==> src/hdl/mts_pkg.sv <==
// shared types and constants for the multi-timer scheduler
package mts_pkg;

  localparam int NUM_TIMERS_DEF = 16;

  localparam logic [1:0] CMD_ADD    = 2'd0;
  localparam logic [1:0] CMD_REMOVE = 2'd1;
  localparam logic [1:0] CMD_TICK   = 2'd2;

  localparam logic [1:0] MODE_CYCLIC  = 2'd0;
  localparam logic [1:0] MODE_LIMITED = 2'd1;

  localparam logic [2:0] KIND_ADDED    = 3'd0;
  localparam logic [2:0] KIND_FULL     = 3'd1;
  localparam logic [2:0] KIND_REMOVED  = 3'd2;
  localparam logic [2:0] KIND_NOTFOUND = 3'd3;
  localparam logic [2:0] KIND_FIRED    = 3'd4;

  typedef struct packed {
    logic [1:0]  cmd;
    logic [31:0] user_id;
    logic [30:0] interval_ms;
    logic [1:0]  mode;
    logic [30:0] repeat_count;
  } in_req_t;

  typedef struct packed {
    logic [2:0]  kind;
    logic [31:0] result_id;
    logic        finished;
    logic        last;
  } out_res_t;

  // request token walking the cell row, carrying one held-back result
  typedef struct packed {
    logic        active;
    logic [1:0]  cmd;
    logic [31:0] id;
    logic [30:0] period;
    logic [1:0]  mode;
    logic [30:0] count;
    logic [63:0] deadline;
    logic        done;
    logic        held_valid;
    logic [2:0]  held_kind;
    logic [31:0] held_id;
    logic        held_fin;
  } probe_t;

  typedef struct packed {
    logic     valid;
    out_res_t res;
  } emit_t;

endpackage

==> src/hdl/mts_cell.sv <==
// one timer slot of the scheduler row
module mts_cell
  import mts_pkg::*;
(
  input  logic        clk,
  input  logic        rst_n,
  input  logic [63:0] now_ms,
  input  probe_t      probe_i,
  output probe_t      probe_o,
  output emit_t       emit_o
);

  logic        valid_r, valid_nxt;
  logic [31:0] id_r, id_nxt;
  logic [63:0] deadline_r, deadline_nxt;
  logic [30:0] period_r, period_nxt;
  logic [1:0]  mode_r, mode_nxt;
  logic [30:0] remaining_r, remaining_nxt;
  probe_t      probe_r, probe_nxt;

  logic        hit_add, hit_rem, hit_fire, rearm, new_valid;
  logic [2:0]  new_kind;
  logic [31:0] new_id;
  logic        new_fin;

  always_comb begin
    hit_add  = probe_i.active && (probe_i.cmd == CMD_ADD) && !probe_i.done && !valid_r;
    hit_rem  = probe_i.active && (probe_i.cmd == CMD_REMOVE) && !probe_i.done &&
               valid_r && (id_r == probe_i.id);
    hit_fire = probe_i.active && (probe_i.cmd == CMD_TICK) && valid_r &&
               (deadline_r == now_ms);
    rearm    = (mode_r == MODE_CYCLIC) ||
               ((mode_r == MODE_LIMITED) && (remaining_r > 31'd1));

    valid_nxt     = valid_r;
    id_nxt        = id_r;
    deadline_nxt  = deadline_r;
    period_nxt    = period_r;
    mode_nxt      = mode_r;
    remaining_nxt = remaining_r;

    new_valid = hit_add || hit_rem || hit_fire;
    new_kind  = KIND_ADDED;
    new_id    = probe_i.id;
    new_fin   = 1'b0;

    if (hit_add) begin
      valid_nxt     = 1'b1;
      id_nxt        = probe_i.id;
      deadline_nxt  = probe_i.deadline;
      period_nxt    = probe_i.period;
      mode_nxt      = probe_i.mode;
      remaining_nxt = probe_i.count;
    end else if (hit_rem) begin
      valid_nxt = 1'b0;
      new_kind  = KIND_REMOVED;
    end else if (hit_fire) begin
      new_kind = KIND_FIRED;
      new_id   = id_r;
      new_fin  = !rearm;
      if (rearm) begin
        deadline_nxt = deadline_r + {33'd0, period_r};
        if (mode_r == MODE_LIMITED) begin
          remaining_nxt = remaining_r - 31'd1;
        end
      end else begin
        valid_nxt = 1'b0;
      end
    end

    // a newer result pushes the held one out, which then cannot be the last
    emit_o.valid           = new_valid && probe_i.held_valid;
    emit_o.res.kind        = probe_i.held_kind;
    emit_o.res.result_id   = probe_i.held_id;
    emit_o.res.finished    = probe_i.held_fin;
    emit_o.res.last        = 1'b0;

    probe_nxt      = probe_i;
    probe_nxt.done = probe_i.done || hit_add || hit_rem;
    if (new_valid) begin
      probe_nxt.held_valid = 1'b1;
      probe_nxt.held_kind  = new_kind;
      probe_nxt.held_id    = new_id;
      probe_nxt.held_fin   = new_fin;
    end
  end

  always_ff @(posedge clk) begin
    if (!rst_n) begin
      valid_r <= 1'b0;
      probe_r <= '0;
    end else begin
      valid_r <= valid_nxt;
      probe_r <= probe_nxt;
    end
  end

  always_ff @(posedge clk) begin
    id_r        <= id_nxt;
    deadline_r  <= deadline_nxt;
    period_r    <= period_nxt;
    mode_r      <= mode_nxt;
    remaining_r <= remaining_nxt;
  end

  assign probe_o = probe_r;

endmodule
==> config.mk <==
export PLATFORM = sky130hd
export DESIGN_NAME = mts_cell
export DESIGN_NICKNAME = d
export VERILOG_FILES = /design/src/hdl/mts_pkg.sv /design/src/hdl/mts_cell.sv
export SDC_FILE = /design/constraint.sdc
export NUM_CORES = 1
export LEC_CHECK = 0
export ABC_AREA = 0
export BUFFER_PORTS_ARGS = -buffer_cell sky130_fd_sc_hd__buf_4
export CAP_MARGIN = 0
export CORE_AREA = 3 3 197 199
export DETAILED_ROUTE_END_ITERATION = 7
export DIE_AREA = 0 0 200 202
export MAX_ROUTING_LAYER = met4
export PLACE_DENSITY_LB_ADDON = 0.15
export SLEW_MARGIN = 20
export SYNTH_ARGS = -nofsm -noshare
export SYNTH_HDL_FRONTEND = slang
export SYNTH_SLANG_ARGS = --single-unit
==> constraint.sdc <==
create_clock -name clk -period 16.34 [get_ports clk]
set_input_delay 2.451 -clock clk [delete_from_list [all_inputs] [get_ports clk]]
set_output_delay 2.451 -clock clk [all_outputs]
set_load 0.01 [all_outputs]
==> metrics.md <==
| Metric | Value |
|---|---|
| Max IR drop VDD | 73.1 uV |
| Adder-Cell Fraction of Synth Area | between 2 and 3% |
| Fin Setup TNS | 0 ns |
| Power Total | about 2.1 mW |
| Cell Area, Synth | approximately 16000 sq um |
| Area leader, netlist | edfxtp_1 |
| Post-CTS sizing | 0 |
| Largest net degree at the start of global routing | approximately 130 |
| Hold Violations, Final | 0 |
| Worst Skew | 0.0199 ns |
| FF+latch count, synth | 362 |
| Clock slew at reported path FFs | ~0.060 ns |
| Max Clk Rate | around 130 MHz |
| Initial antenna violation count | 2 |
| CP Launch Type | input port |
| Setup bufs post-CTS | 0 |
| # rows | between 70 and 80 |
| Worst Hold Class | reg -> reg |
| PortBufs | 504 |
| Count leader, synth | dfxtp_1 |
| Compound-cell area share of the yosys netlist | a little under an eighth |
| CTS root buf | clkbuf_16 |
| Max-Cap Viols | 0 |
| Post-synth EDFFs | 160 |
| Synth Area in XOR/XNOR | about a tenth |
| Routed WL | just over 50000 um |
| Final setup fails | 0 |
| Via/cell ratio | 5.07 |
| Final Max Tran Viols | 0 |
| Main combinational cell family by area after synthesis | simple AND/OR/NAND/NOR gates |
| Via count | approximately 13000 |
| Die Footprint | approximately 40000 sq um |
| Die Ht | 202 um |
| Post-synthesis mux area share | 0% |
| Drt pass-1 iters | 5 |
| Synth Area in Simple Gates | ~17% |
| Worst setup margin | ~8.6 ns |
| Yosys top cell area share | roughly 30% |
| Worst skew pair latency | 0.56 ns |
| Outcome | complete, no violations |
| Power Dens Cells | about 100 nW/um^2 |
| Slew headroom | 32.3% |
| Average cell area after synthesis | 10.5 sq um |
| RSZ-0062 raised after global routing | no |
| DP Wirelength | 38300 um |
| Num CTS Buffers | around 40 |
| Tmin final | 7.70 ns |
| GP Congestion | between 0.8 and 0.9 |
| Commonest cells post-synth | 202 x dfxtp_1, 165 x and2_1, 160 x edfxtp_1 |
| Area grow syn2layout | 32.8% |
| Core area | 37400 sq um |
| Post-synth ARST share | 0% |
| Worst slew pin tran | between 1 and 1.5 ns |
| Remaining global-route overflow | 0 |
| Lkg Pwr | between 8 and 9 nW |
| Final ANT Viol Nets | 0 |
| GRT Util Overall | 24.9% |
| Synth Instances | around 1500 |
| H-tree depth reported by CTS | 2 |
| Starting Density | a little over two fifths |
| Initial drt markers | between 700 and 800 |
| Layout Nets | roughly 2300 |
| Synth Warn # | 0 |
| Final period utilization | between 40% and 50% |
| Clock Sinks | 362 |
| Cell variety after synth | 62 |
| Clock Tree Buf Depth | 3 |
| Place WS | 8.70 ns |
| Kind of critical path | in -> out |
| CP arrival | 5.25 ns |
| Worst setup EP type | output port |
| Worst-path maximum fanout | 130 |
| CTS Hold Bufs | 0 |
| Post-synth top flop | dfxtp_1 |
| Top cells by area, synth | edfxtp_1 30%, dfxtp_1 25%, and2_1 6.4% |
| Syn Nets | between 1500 and 2000 |
| Layout cells sized above 1 | roughly 30% |
| I/O pin total | approximately 510 |
| Critical Path RT | roughly 14 ns |
| DIE WIDTH | about 200 um |
| DRC | 0 |
| WL/cell | approximately 20 um |
| First-pass GRT wire length | roughly 75000 um |
| CTS tree | done |
| Post-synthesis sequential area ratio | between 50% and 60% |
| Vias in the first global route | about 13000 |
[where the power goes]
group / total, mW / switching (mW) / internal, mW
Sequential: 0.999 / 0.0152 / 0.984
Clock: 0.902 / 0.380 / 0.522
Combinational: 0.245 / 0.120 / 0.125
Total: 2.15 / 0.515 / 1.63
[layout make-up]
cell class / count / area [sq um]
sequential: 362 / 8850
tap: 511 / 639
clock buffer: 54 / 1130
timing repair buffer: 514 / 3860
multi-input combinational: 1019 / 6540
fill: 3232 / 16100
antenna: 2 / 5.00
clock inverter: 21 / 183
inverter: 38 / 150
[worst max-delay path, cell delays in order]
cell	delay [ns]
buf_4	0.12
nand2b_1	0.18
or4_2	0.55
buf_4	0.31
inv_8	0.59
nor2_2	0.09
and2_0	0.42
nor2_1	0.23
buf_4	0.15
[kinds of logic after synthesis]
kind of cell / Yosys count
AND/OR/NAND/NOR: 517
other: 1
buffers and inverters: 148
AO/OA/AOI/OAI: 293
flip-flops: 362
XOR/XNOR: 174
adder cells (fa/ha/maj): 34
[final timing paths]
kind / startpoint / end / slack [ns] / cells after the start
hold reg to reg: id_r[29]$_DFFE_PP_ / probe_o[30]$_SDFF_PN0_ / 0.54 / 1
setup reg to reg: deadline_r[14]$_DFFE_PP_ / deadline_r[19]$_DFFE_PP_ / 12.33 / 9
hold / removal: id_r[29]$_DFFE_PP_ / probe_o[30]$_SDFF_PN0_ / 0.54 / 1
setup / recovery: probe_i[198] / emit_o[37] / 8.64 / 9
[registers in the layout (all words and copies together) (netlist names)]
name         cells
period_r        31
deadline_r      64
valid_r          1
id_r            32
remaining_r     31
probe_o        201
mode_r           2
[metal layers]
metal	vias to the layer above	global-route usage, %	part of all wire, %
li1	6219	-	-
met3	73	4.98	7.1
met4	0	7.15	2.5
met1	6051	30.1	41
met2	445	42.4	50
met5	-	-	0
[cells in the final DEF, fill, tap and decap left out, types with 7 or more instances in the layout]
| master | netlist | final |
|---|---|---|
| a2111oi_0 | 8 | 8 |
| a211oi_1 | 12 | 12 |
| a21o_1 | 15 | 15 |
| a21oi_1 | 69 | 69 |
| and2_1 | 165 | 165 |
| and3_1 | 10 | 10 |
| buf_4 | 37 | 514 |
| clkbuf_1 | 70 | 9 |
| clkbuf_16 | 0 | 42 |
| clkinv_2 | 0 | 7 |
| dfxtp_1 | 202 | 202 |
| edfxtp_1 | 160 | 160 |
| ha_1 | 33 | 33 |
| inv_1 | 37 | 36 |
| nand2_1 | 149 | 149 |
| nand3_1 | 39 | 39 |
| nand4_1 | 18 | 18 |
| nor2_1 | 48 | 47 |
| nor3_1 | 20 | 19 |
| nor4_1 | 24 | 24 |
| o211a_1 | 20 | 20 |
| o21ai_0 | 101 | 101 |
| o21ai_1 | 11 | 11 |
| o221ai_1 | 12 | 12 |
| or3_1 | 8 | 8 |
| xnor2_1 | 107 | 107 |
| xor2_1 | 67 | 67 |
[metrics by stage]
| stage | cell area (sq um) | std cells | util, % | hold WS, ns |
|---|---|---|---|---|
| detailed placement | 20000 | 2444 | 53.6 | 0.524 |
| finish | 21300 | 2521 | 57.1 | 0.536 |
| floorplan | 16100 | 1529 | - | 0.511 |
| CTS | 21300 | 2519 | 57.1 | 0.537 |
| global placement | 20000 | 2444 | 53.6 | 0.513 |
| global route | 21300 | 2521 | 57.1 | 0.554 |
(Power assumes the default switching activity.)
